--- src/design/binary_min_heap_queue_core_defines.svh ---
// ---------------------------------------------------------------------------
// binary_min_heap_queue_core_defines.svh
// Assertion macros shared by the heap queue modules.
// ---------------------------------------------------------------------------
`ifndef BINARY_MIN_HEAP_QUEUE_CORE_DEFINES_SVH
`define BINARY_MIN_HEAP_QUEUE_CORE_DEFINES_SVH

// check a property on every clock outside reset
`define BMHQ_ASSERT(lbl, prop, msg) \
  lbl: assert property (@(posedge clk_i) disable iff (!rst_ni) (prop)) else $error(msg);

// check that a condition implies a consequence in the same cycle
`define BMHQ_ASSERT_IMP(lbl, cond, cons, msg) \
  lbl: assert property (@(posedge clk_i) disable iff (!rst_ni) (cond) |-> (cons)) \
    else $error(msg);

// check that a condition implies a consequence in the following cycle
`define BMHQ_ASSERT_NEXT(lbl, cond, cons, msg) \
  lbl: assert property (@(posedge clk_i) disable iff (!rst_ni) (cond) |=> (cons)) \
    else $error(msg);

`endif

--- src/design/bmhq_pkg.sv ---
// ---------------------------------------------------------------------------
// bmhq_pkg
// Types, codes and constants of the binary min-heap queue.
// ---------------------------------------------------------------------------
package bmhq_pkg;

  localparam int DEFAULT_CAPACITY = 64;
  localparam int VALUE_W          = 32;
  localparam int COUNT_W          = 7;
  localparam int STATUS_W         = 2;

  localparam logic OP_PUSH = 1'b0;
  localparam logic OP_POP  = 1'b1;

  typedef enum logic [STATUS_W-1:0] {
    ST_OK    = 2'd0,
    ST_FULL  = 2'd1,
    ST_EMPTY = 2'd2
  } status_e;

  typedef enum logic [3:0] {
    DP_NOP,
    DP_PUSH_INIT,
    DP_POP_INIT,
    DP_RD_PARENT,
    DP_UP_STEP,
    DP_RD_LAST,
    DP_LOAD_MOV,
    DP_RD_KIDS,
    DP_DOWN_STEP,
    DP_WR_MOV,
    DP_REPORT
  } dp_cmd_e;

  typedef struct packed {
    dp_cmd_e cmd;
    status_e st;
  } cmd_t;

  typedef struct packed {
    logic full;
    logic empty;
    logic pos_root;
    logic kid_none;
    logic up_less;
    logic down_less;
  } sts_t;

endpackage

--- src/design/bmhq_datapath.sv ---
// ---------------------------------------------------------------------------
// bmhq_datapath
// Heap store, sift position, moving entry, fill count and result registers.
// ---------------------------------------------------------------------------
`include "binary_min_heap_queue_core_defines.svh"

module bmhq_datapath #(
  parameter int CAPACITY = bmhq_pkg::DEFAULT_CAPACITY
) (
  input  logic                                 clk_i,
  input  logic                                 rst_ni,
  input  logic signed [bmhq_pkg::VALUE_W-1:0]  value_i,
  input  bmhq_pkg::cmd_t                       cmd_i,
  output bmhq_pkg::sts_t                       sts_o,
  output logic signed [bmhq_pkg::VALUE_W-1:0]  min_value_o,
  output logic                                 is_empty_o,
  output logic [bmhq_pkg::COUNT_W-1:0]         entry_count_o,
  output logic [bmhq_pkg::STATUS_W-1:0]        status_o
);
  import bmhq_pkg::*;

  localparam int AW = $clog2(CAPACITY);
  localparam int CW = $clog2(CAPACITY + 1);
  localparam int KW = AW + 2;

  logic signed [VALUE_W-1:0] mem [CAPACITY];

  logic [CW-1:0]             fill_q;
  logic [AW-1:0]             pos_q;
  logic signed [VALUE_W-1:0] mov_q;
  logic signed [VALUE_W-1:0] root_q;
  logic signed [VALUE_W-1:0] rd_a_q;
  logic signed [VALUE_W-1:0] rd_b_q;

  logic signed [VALUE_W-1:0] min_q;
  logic                      empty_q;
  logic [COUNT_W-1:0]        count_q;
  logic [STATUS_W-1:0]       status_q;

  logic [AW-1:0]             parent_idx;
  logic [KW-1:0]             kid_l;
  logic [KW-1:0]             kid_r;
  logic                      r_ok;
  logic [KW-1:0]             pick_idx;
  logic signed [VALUE_W-1:0] pick_val;
  logic                      up_less;
  logic                      down_less;

  logic                      rd_en;
  logic [AW-1:0]             rd_addr;
  logic                      wr_en;
  logic [AW-1:0]             wr_addr;
  logic signed [VALUE_W-1:0] wr_data;

  assign parent_idx = (pos_q - AW'(1)) >> 1;
  assign kid_l      = KW'({pos_q, 1'b1});
  assign kid_r      = kid_l + KW'(1);
  assign r_ok       = kid_r < KW'(fill_q);
  assign pick_idx   = (r_ok && !(rd_a_q < rd_b_q)) ? kid_r : kid_l;
  assign pick_val   = (r_ok && !(rd_a_q < rd_b_q)) ? rd_b_q : rd_a_q;
  assign up_less    = mov_q < rd_a_q;
  assign down_less  = pick_val < mov_q;

  assign sts_o.full      = fill_q == CW'(CAPACITY);
  assign sts_o.empty     = fill_q == '0;
  assign sts_o.pos_root  = pos_q == '0;
  assign sts_o.kid_none  = kid_l >= KW'(fill_q);
  assign sts_o.up_less   = up_less;
  assign sts_o.down_less = down_less;

  always_comb begin
    rd_en   = 1'b0;
    rd_addr = AW'(kid_l);
    wr_en   = 1'b0;
    wr_addr = pos_q;
    wr_data = mov_q;
    unique case (cmd_i.cmd)
      DP_RD_PARENT: begin
        rd_en   = 1'b1;
        rd_addr = parent_idx;
      end
      DP_RD_LAST: begin
        rd_en   = 1'b1;
        rd_addr = AW'(fill_q);
      end
      DP_RD_KIDS: begin
        rd_en   = 1'b1;
      end
      DP_UP_STEP: begin
        wr_en   = 1'b1;
        wr_data = up_less ? rd_a_q : mov_q;
      end
      DP_DOWN_STEP: begin
        wr_en   = 1'b1;
        wr_data = down_less ? pick_val : mov_q;
      end
      DP_WR_MOV: begin
        wr_en   = 1'b1;
      end
      default: begin
      end
    endcase
  end

  always_ff @(posedge clk_i) begin
    if (wr_en) begin
      mem[wr_addr] <= wr_data;
    end
    if (rd_en) begin
      rd_a_q <= mem[rd_addr];
      rd_b_q <= mem[AW'(kid_r)];
    end
  end

  always_ff @(posedge clk_i or negedge rst_ni) begin
    if (!rst_ni) begin
      fill_q <= '0;
    end else if (cmd_i.cmd == DP_PUSH_INIT) begin
      fill_q <= fill_q + CW'(1);
    end else if (cmd_i.cmd == DP_POP_INIT) begin
      fill_q <= fill_q - CW'(1);
    end
  end

  always_ff @(posedge clk_i) begin
    if (wr_en && wr_addr == '0) begin
      root_q <= wr_data;
    end
    unique case (cmd_i.cmd)
      DP_PUSH_INIT: begin
        pos_q <= AW'(fill_q);
        mov_q <= value_i;
      end
      DP_POP_INIT: begin
        pos_q <= '0;
      end
      DP_LOAD_MOV: begin
        mov_q <= rd_a_q;
      end
      DP_UP_STEP: begin
        if (up_less) begin
          pos_q <= parent_idx;
        end
      end
      DP_DOWN_STEP: begin
        if (down_less) begin
          pos_q <= AW'(pick_idx);
        end
      end
      DP_REPORT: begin
        min_q    <= (fill_q == '0) ? '0 : root_q;
        empty_q  <= fill_q == '0;
        count_q  <= COUNT_W'(fill_q);
        status_q <= cmd_i.st;
      end
      default: begin
      end
    endcase
  end

  assign min_value_o   = min_q;
  assign is_empty_o    = empty_q;
  assign entry_count_o = count_q;
  assign status_o      = status_q;

  `BMHQ_ASSERT(a_fill_bound, fill_q <= CW'(CAPACITY), "fill count above capacity")
  `BMHQ_ASSERT_IMP(a_wr_in_fill, wr_en, CW'(pos_q) < fill_q, "write beyond last entry")
  `BMHQ_ASSERT_IMP(a_fill_step, fill_q != $past(fill_q),
    (fill_q == $past(fill_q) + CW'(1)) || (fill_q == $past(fill_q) - CW'(1)),
    "fill count jumped")

endmodule

--- src/design/bmhq_ctrl.sv ---
// ---------------------------------------------------------------------------
// bmhq_ctrl
// Sequencer for push sift-up, pop sift-down and result handoff.
// ---------------------------------------------------------------------------
`include "binary_min_heap_queue_core_defines.svh"

module bmhq_ctrl (
  input  logic           clk_i,
  input  logic           rst_ni,
  input  logic           in_valid_i,
  output logic           in_ready_o,
  input  logic           op_i,
  output logic           out_valid_o,
  input  logic           out_ready_i,
  input  bmhq_pkg::sts_t sts_i,
  output bmhq_pkg::cmd_t cmd_o
);
  import bmhq_pkg::*;

  typedef enum logic [2:0] {
    S_IDLE,
    S_UP_CHECK,
    S_UP_EVAL,
    S_POP_RD,
    S_POP_LOAD,
    S_DOWN_CHECK,
    S_DOWN_EVAL,
    S_REPORT
  } state_e;

  state_e  state_q, state_d;
  status_e st_q, st_d;
  logic    out_valid_q, out_valid_d;
  logic    accept;

  assign in_ready_o  = state_q == S_IDLE;
  assign out_valid_o = out_valid_q;
  assign accept      = in_valid_i && in_ready_o;

  always_comb begin
    state_d     = state_q;
    st_d        = st_q;
    out_valid_d = out_valid_q && !out_ready_i;
    cmd_o       = '{cmd: DP_NOP, st: st_q};
    unique case (state_q)
      S_IDLE: begin
        if (accept) begin
          st_d    = ST_OK;
          state_d = S_REPORT;
          if (op_i == OP_PUSH) begin
            if (sts_i.full) begin
              st_d = ST_FULL;
            end else begin
              cmd_o.cmd = DP_PUSH_INIT;
              state_d   = S_UP_CHECK;
            end
          end else begin
            if (sts_i.empty) begin
              st_d = ST_EMPTY;
            end else begin
              cmd_o.cmd = DP_POP_INIT;
              state_d   = S_POP_RD;
            end
          end
        end
      end
      S_UP_CHECK: begin
        if (sts_i.pos_root) begin
          cmd_o.cmd = DP_WR_MOV;
          state_d   = S_REPORT;
        end else begin
          cmd_o.cmd = DP_RD_PARENT;
          state_d   = S_UP_EVAL;
        end
      end
      S_UP_EVAL: begin
        cmd_o.cmd = DP_UP_STEP;
        state_d   = sts_i.up_less ? S_UP_CHECK : S_REPORT;
      end
      S_POP_RD: begin
        if (sts_i.empty) begin
          state_d = S_REPORT;
        end else begin
          cmd_o.cmd = DP_RD_LAST;
          state_d   = S_POP_LOAD;
        end
      end
      S_POP_LOAD: begin
        cmd_o.cmd = DP_LOAD_MOV;
        state_d   = S_DOWN_CHECK;
      end
      S_DOWN_CHECK: begin
        if (sts_i.kid_none) begin
          cmd_o.cmd = DP_WR_MOV;
          state_d   = S_REPORT;
        end else begin
          cmd_o.cmd = DP_RD_KIDS;
          state_d   = S_DOWN_EVAL;
        end
      end
      S_DOWN_EVAL: begin
        cmd_o.cmd = DP_DOWN_STEP;
        state_d   = sts_i.down_less ? S_DOWN_CHECK : S_REPORT;
      end
      S_REPORT: begin
        if (!out_valid_q || out_ready_i) begin
          cmd_o.cmd   = DP_REPORT;
          out_valid_d = 1'b1;
          state_d     = S_IDLE;
        end
      end
      default: begin
        state_d = S_IDLE;
      end
    endcase
  end

  always_ff @(posedge clk_i or negedge rst_ni) begin
    if (!rst_ni) begin
      state_q     <= S_IDLE;
      st_q        <= ST_OK;
      out_valid_q <= 1'b0;
    end else begin
      state_q     <= state_d;
      st_q        <= st_d;
      out_valid_q <= out_valid_d;
    end
  end

  `BMHQ_ASSERT_NEXT(a_pop_empty, accept && op_i == OP_POP && sts_i.empty,
    state_q == S_REPORT && st_q == ST_EMPTY, "pop on empty not reported")
  `BMHQ_ASSERT_NEXT(a_push_full, accept && op_i == OP_PUSH && sts_i.full,
    state_q == S_REPORT && st_q == ST_FULL, "push when full not reported")
  `BMHQ_ASSERT_NEXT(a_report, cmd_o.cmd == DP_REPORT,
    out_valid_q && state_q == S_IDLE, "result not presented after report")

endmodule

--- src/design/binary_min_heap_queue_core.sv ---
// Binary min-heap priority queue of signed 32-bit values. Each request is a push
// or a pop; each yields exactly one result with the new minimum (0 when empty),
// an empty flag, the entry count and a status (ok, push dropped when full, pop
// on empty). Requests are handled one at a time. A push lets the value climb
// from the new last slot towards the root; a pop moves the last entry to the
// root and lets it sink towards a leaf, unless the heap is then empty. A
// dropped push or an empty pop goes straight to the result. Each level costs
// one registered read of the heap store followed by one compare and write. A
// new request is taken while the previous result still waits at the output
// register.
// ---------------------------------------------------------------------------
// binary_min_heap_queue_core
// Top level: sequencer plus heap datapath.
// ---------------------------------------------------------------------------
module binary_min_heap_queue_core #(
  parameter int CAPACITY = bmhq_pkg::DEFAULT_CAPACITY
) (
  input  logic                                 clk_i,
  input  logic                                 rst_ni,
  input  logic                                 in_valid_i,
  output logic                                 in_ready_o,
  input  logic                                 op_i,
  input  logic signed [bmhq_pkg::VALUE_W-1:0]  value_i,
  output logic                                 out_valid_o,
  input  logic                                 out_ready_i,
  output logic signed [bmhq_pkg::VALUE_W-1:0]  min_value_o,
  output logic                                 is_empty_o,
  output logic [bmhq_pkg::COUNT_W-1:0]         entry_count_o,
  output logic [bmhq_pkg::STATUS_W-1:0]        status_o
);
  import bmhq_pkg::*;

  cmd_t cmd;
  sts_t sts;

  bmhq_ctrl u_ctrl (
    .clk_i       (clk_i),
    .rst_ni      (rst_ni),
    .in_valid_i  (in_valid_i),
    .in_ready_o  (in_ready_o),
    .op_i        (op_i),
    .out_valid_o (out_valid_o),
    .out_ready_i (out_ready_i),
    .sts_i       (sts),
    .cmd_o       (cmd)
  );

  bmhq_datapath #(
    .CAPACITY (CAPACITY)
  ) u_datapath (
    .clk_i         (clk_i),
    .rst_ni        (rst_ni),
    .value_i       (value_i),
    .cmd_i         (cmd),
    .sts_o         (sts),
    .min_value_o   (min_value_o),
    .is_empty_o    (is_empty_o),
    .entry_count_o (entry_count_o),
    .status_o      (status_o)
  );

endmodule

--- config.mk ---
export PLATFORM = sky130hd
export DESIGN_NAME = binary_min_heap_queue_core
export DESIGN_NICKNAME = d
export VERILOG_FILES = /design/src/design/bmhq_pkg.sv /design/src/design/bmhq_datapath.sv /design/src/design/bmhq_ctrl.sv /design/src/design/binary_min_heap_queue_core.sv
export VERILOG_INCLUDE_DIRS = /design/src /design/src/design
export SDC_FILE = /design/constraint.sdc
export NUM_CORES = 2
export LEC_CHECK = 0
export ABC_CLOCK_PERIOD_IN_PS = 10800
export BUFFER_PORTS_ARGS = -buffer_cell sky130_fd_sc_hd__buf_2
export CAP_MARGIN = 30
export CORE_MARGIN = 3
export CORE_UTILIZATION = 63
export DETAILED_ROUTE_END_ITERATION = 6
export PLACE_DENSITY = 0.79
export SETUP_SLACK_MARGIN = 0.3
export SLEW_MARGIN = 20
export SYNTH_ARGS = -nofsm -noshare
export SYNTH_HDL_FRONTEND = slang
export SYNTH_SLANG_ARGS = --single-unit
--- constraint.sdc ---
create_clock -name clk_i -period 10.8 [get_ports clk_i]
set_clock_uncertainty 0.1 [all_clocks]
set_input_delay 1.62 -clock clk_i [delete_from_list [all_inputs] [get_ports clk_i]]
set_output_delay 1.62 -clock clk_i [all_outputs]
set_load 0.01 [all_outputs]
==> qor.txt <==
Status: completed
Crit path launch: u_datapath.pos_q[1]$_DFFE_PP_
GRT Max-Usage Layer: met2
Placed instance area: 0.1008 mm^2
WHS Endpoint: u_datapath.status_o[1]$_DFFE_PN_
Post-synth net total: 5004
DRT Wirelength: 292600 um
Worst Path Required: 11.18 ns
Avg Cell Area, Syn: 19.97 um^2
Clk Latency, worst-skew pair: 0.86 ns
Rows: 143
GP Congestion: 0.9607
Fillers: 8776
Crit Path Category: flip-flop to flip-flop
Post-synth EDFFs: 2224
Layout Nets: 5157
Synth async-reset ratio: 0.5811%
Worst Reg2Reg Path Length in Cells: 23
Met1 usage: 48.28%
Sink Count: 2237
Final hold vios: 0
Hold Slack: 0.3749 ns
Post-synthesis sequential area ratio: 69.22%
Commonest cells after routing, fill and taps aside: edfxtp_1, mux4_2, nand2_1
Reg-to-reg endpoint: u_datapath.mem[37][22]$_DFFE_PP_
Hold_sp: u_ctrl.st_q[1]$_DFFE_PN0P_
Dpl hpwl: 154200 um
Hold Buf Count CTS: 0
Worst Max-Slew Pin Slew: 1.223 ns
Area growth syn-to-layout: 11.28%
Top delay family on crit path: compound AO/OA/AOI/OAI gates
Predominant post-synthesis flop cell: edfxtp_1
Largest net degree at the start of global routing: 117
Layout cells sized above 1: 30.00%
Synth Cell Area: 0.09695 mm^2
Reg2Reg Setup Slack: 2.30 ns
Slowest cell on crit path: ha_4
Vias: 55390
CTS H-tree lvls: 4
Synth unique cells: 78
Critical Path AT: 8.88 ns
# setup viols final: 0
Max FO, Critical Path: 65
DRC violations left: 0
Initial core utilization: 63.60%
Post-CTS Setup Bufs: 0
Fin area: 0.1079 mm^2
I/O pin cnt: 81
DIE WIDTH: 398.3 um
Avg WL per Cell: 40.33 um
Drt first pass iters: 6
CTS max path bufs: 3
Slew Limit Fails: 0
GR Util met2: 57.39%
Relative slew slack: 18.48%
Achievable frequency: 117.7 MHz
Routed Antenna Nets: 0
Vias/cell: 7.635
Non-filler instance count after layout: 7254
Congestion Overflow GR: 0
GRT Total Usage: 37.37%
Drt initial violations: 9491
Share of the synthesized area in the top cell type: 68.88%
Clock buffer count from CTS: 210
Clock Pin Slew Worst Setup and Hold Paths: 0.06 ns
Reg2reg start: u_datapath.pos_q[1]$_DFFE_PP_
Fin crit period: 8.498 ns
Initial antenna violation count: 20
Full die area: 0.1586 mm^2
Yosys warning count: 0
Hold path depth: 0
Core ar.: 0.1524 mm^2
M3 GR Usage: 12.01%
Period utilization: 78.68%
Vias in the first global route: 55190
Flops & latches, synth: 2237
WP buf/inv: 5
Yosys top cell by area: edfxtp_1
Root buffer cell: clkbuf_16
Commonest non-fill, non-tap cell in the layout: edfxtp_1
Post-Synthesis Cells: 4854
RSZ-0062 raised after global routing: no
Placed insts: 6819
CP Cell Sequence: inv_1 -> ha_4 -> ha_1 -> a21oi_1 -> o21ai_0 -> a31oi_1 -> o21ai_0 -> or2_2 -> o21ai_4 -> buf_4 -> o21a_1 -> inv_1 -> ha_1 -> nand4_1 -> or3_1 -> or4_1 -> nor2b_1 -> nand2_1 -> o21ai_0 -> a31oi_4 -> buf_12 -> o221ai_4 -> buf_4
First-pass GRT wire length: 409100 um
Top post-synthesis cells by area: edfxtp_1, mux4_2, ha_1
Port bufs: 80
CP startpoint kind: flip-flop
# resized after CTS: 0
Die Y: 398.3 um
Hold Path Class: flip-flop to flip-flop
CP most frequent cell: o21ai_0
CP Capture Type: flip-flop
CTS tree: yes
Crit-path max cell delay: 0.77 ns
Fin Setup TNS: 0 ns
Max-cap violations: 0
[state kept, by name, indices dropped and copies added (netlist names)]
| name | count |
|---|---|
| u_datapath.min_value_o | 32 |
| u_ctrl.out_valid_o | 1 |
| u_datapath.mov_q | 32 |
| u_datapath.root_q | 32 |
| u_datapath.mem | 2048 |
| u_datapath.rd_b_q | 32 |
| u_datapath.status_o | 2 |
| u_ctrl.st_q | 2 |
| u_datapath.rd_a_q | 32 |
| u_datapath.entry_count_o | 7 |
| u_datapath.is_empty_o | 1 |
| u_datapath.pos_q | 6 |
| u_datapath.fill_q | 7 |
| u_ctrl.state_q | 3 |
[cells in the mapped netlist (all sizes together) (4+ instances only)]
master and count:
mux2 35, xor2 7, nor2 113, nor3 8, a22oi 99, nand2b 11, mux2i 72, a211oi 10
o211ai 5, edfxtp 2224, a22o 7, nand3 21, ha 112, a21oi 100, mux4 832, buf 147
o21a 35, a21o 19, nor3b 4, nor2b 43, a31oi 7, a221oi 68, o21ai 96, dfrtp 13
xnor2 12, clkbuf 160, or3 4, nand2 325, inv 142, nand4 14, o221ai 61
[through the flow]
step                utilization, %  setup slack, ns
finish                       70.77            2.302
floorplan                        -            1.088
detailed placement           66.15            2.425
CTS                          70.64            2.417
global route                 70.76            1.981
global placement             66.13            2.572
[layer usage]
metal  routed length [um]  share of wire [%]
met4                19060                6.5
met2               137500                 47
met5                   33              0.011
met1                93380                 32
met3                42580                 15
[layout make-up]
cell class                 count  area, um^2  area share (%)
antenna                       48       120.1          0.1113
clock buffer                 260        5507           5.104
clock inverter               121        1331           1.234
inverter                     142       533.0          0.4940
multi-input combinational   2168       28900           26.79
sequential                  2237       67110           62.20
tap                         2030        2540           2.354
timing repair buffer         248        1843           1.708
[worst max-delay path by stage]
stage / endpoint / slack (ns) / cells past startpoint
final: u_datapath.mem[37][22]$_DFFE_PP_ / 2.30 / 23
after global routing: u_datapath.mem[45][22]$_DFFE_PP_ / 1.98 / 23
after CTS: u_datapath.mem[61][22]$_DFFE_PP_ / 2.42 / 23
after detailed placement: u_datapath.mem[49][14]$_DFFE_PP_ / 2.43 / 23
after global placement: u_datapath.mem[49][14]$_DFFE_PP_ / 2.57 / 23
after floorplan: u_datapath.mem[0][31]$_DFFE_PP_ / 1.09 / 27
[cell families (layout without fill, tap and decap cells)]
family	count (synthesis)	in the layout	share of synthesized area, %
flops	2237	2237	69.22
mux	939	939	20.48
simple gates	560	560	2.502
compound gates	537	537	3.909
buf+inv	449	771	2.255
fa+ha+maj	113	113	1.466
xor+xnor	19	19	0.1716
other cells	0	48	0
Power is not shown: default switching activity piles up to over one toggle a cycle in this logic, so the estimate is an artifact.
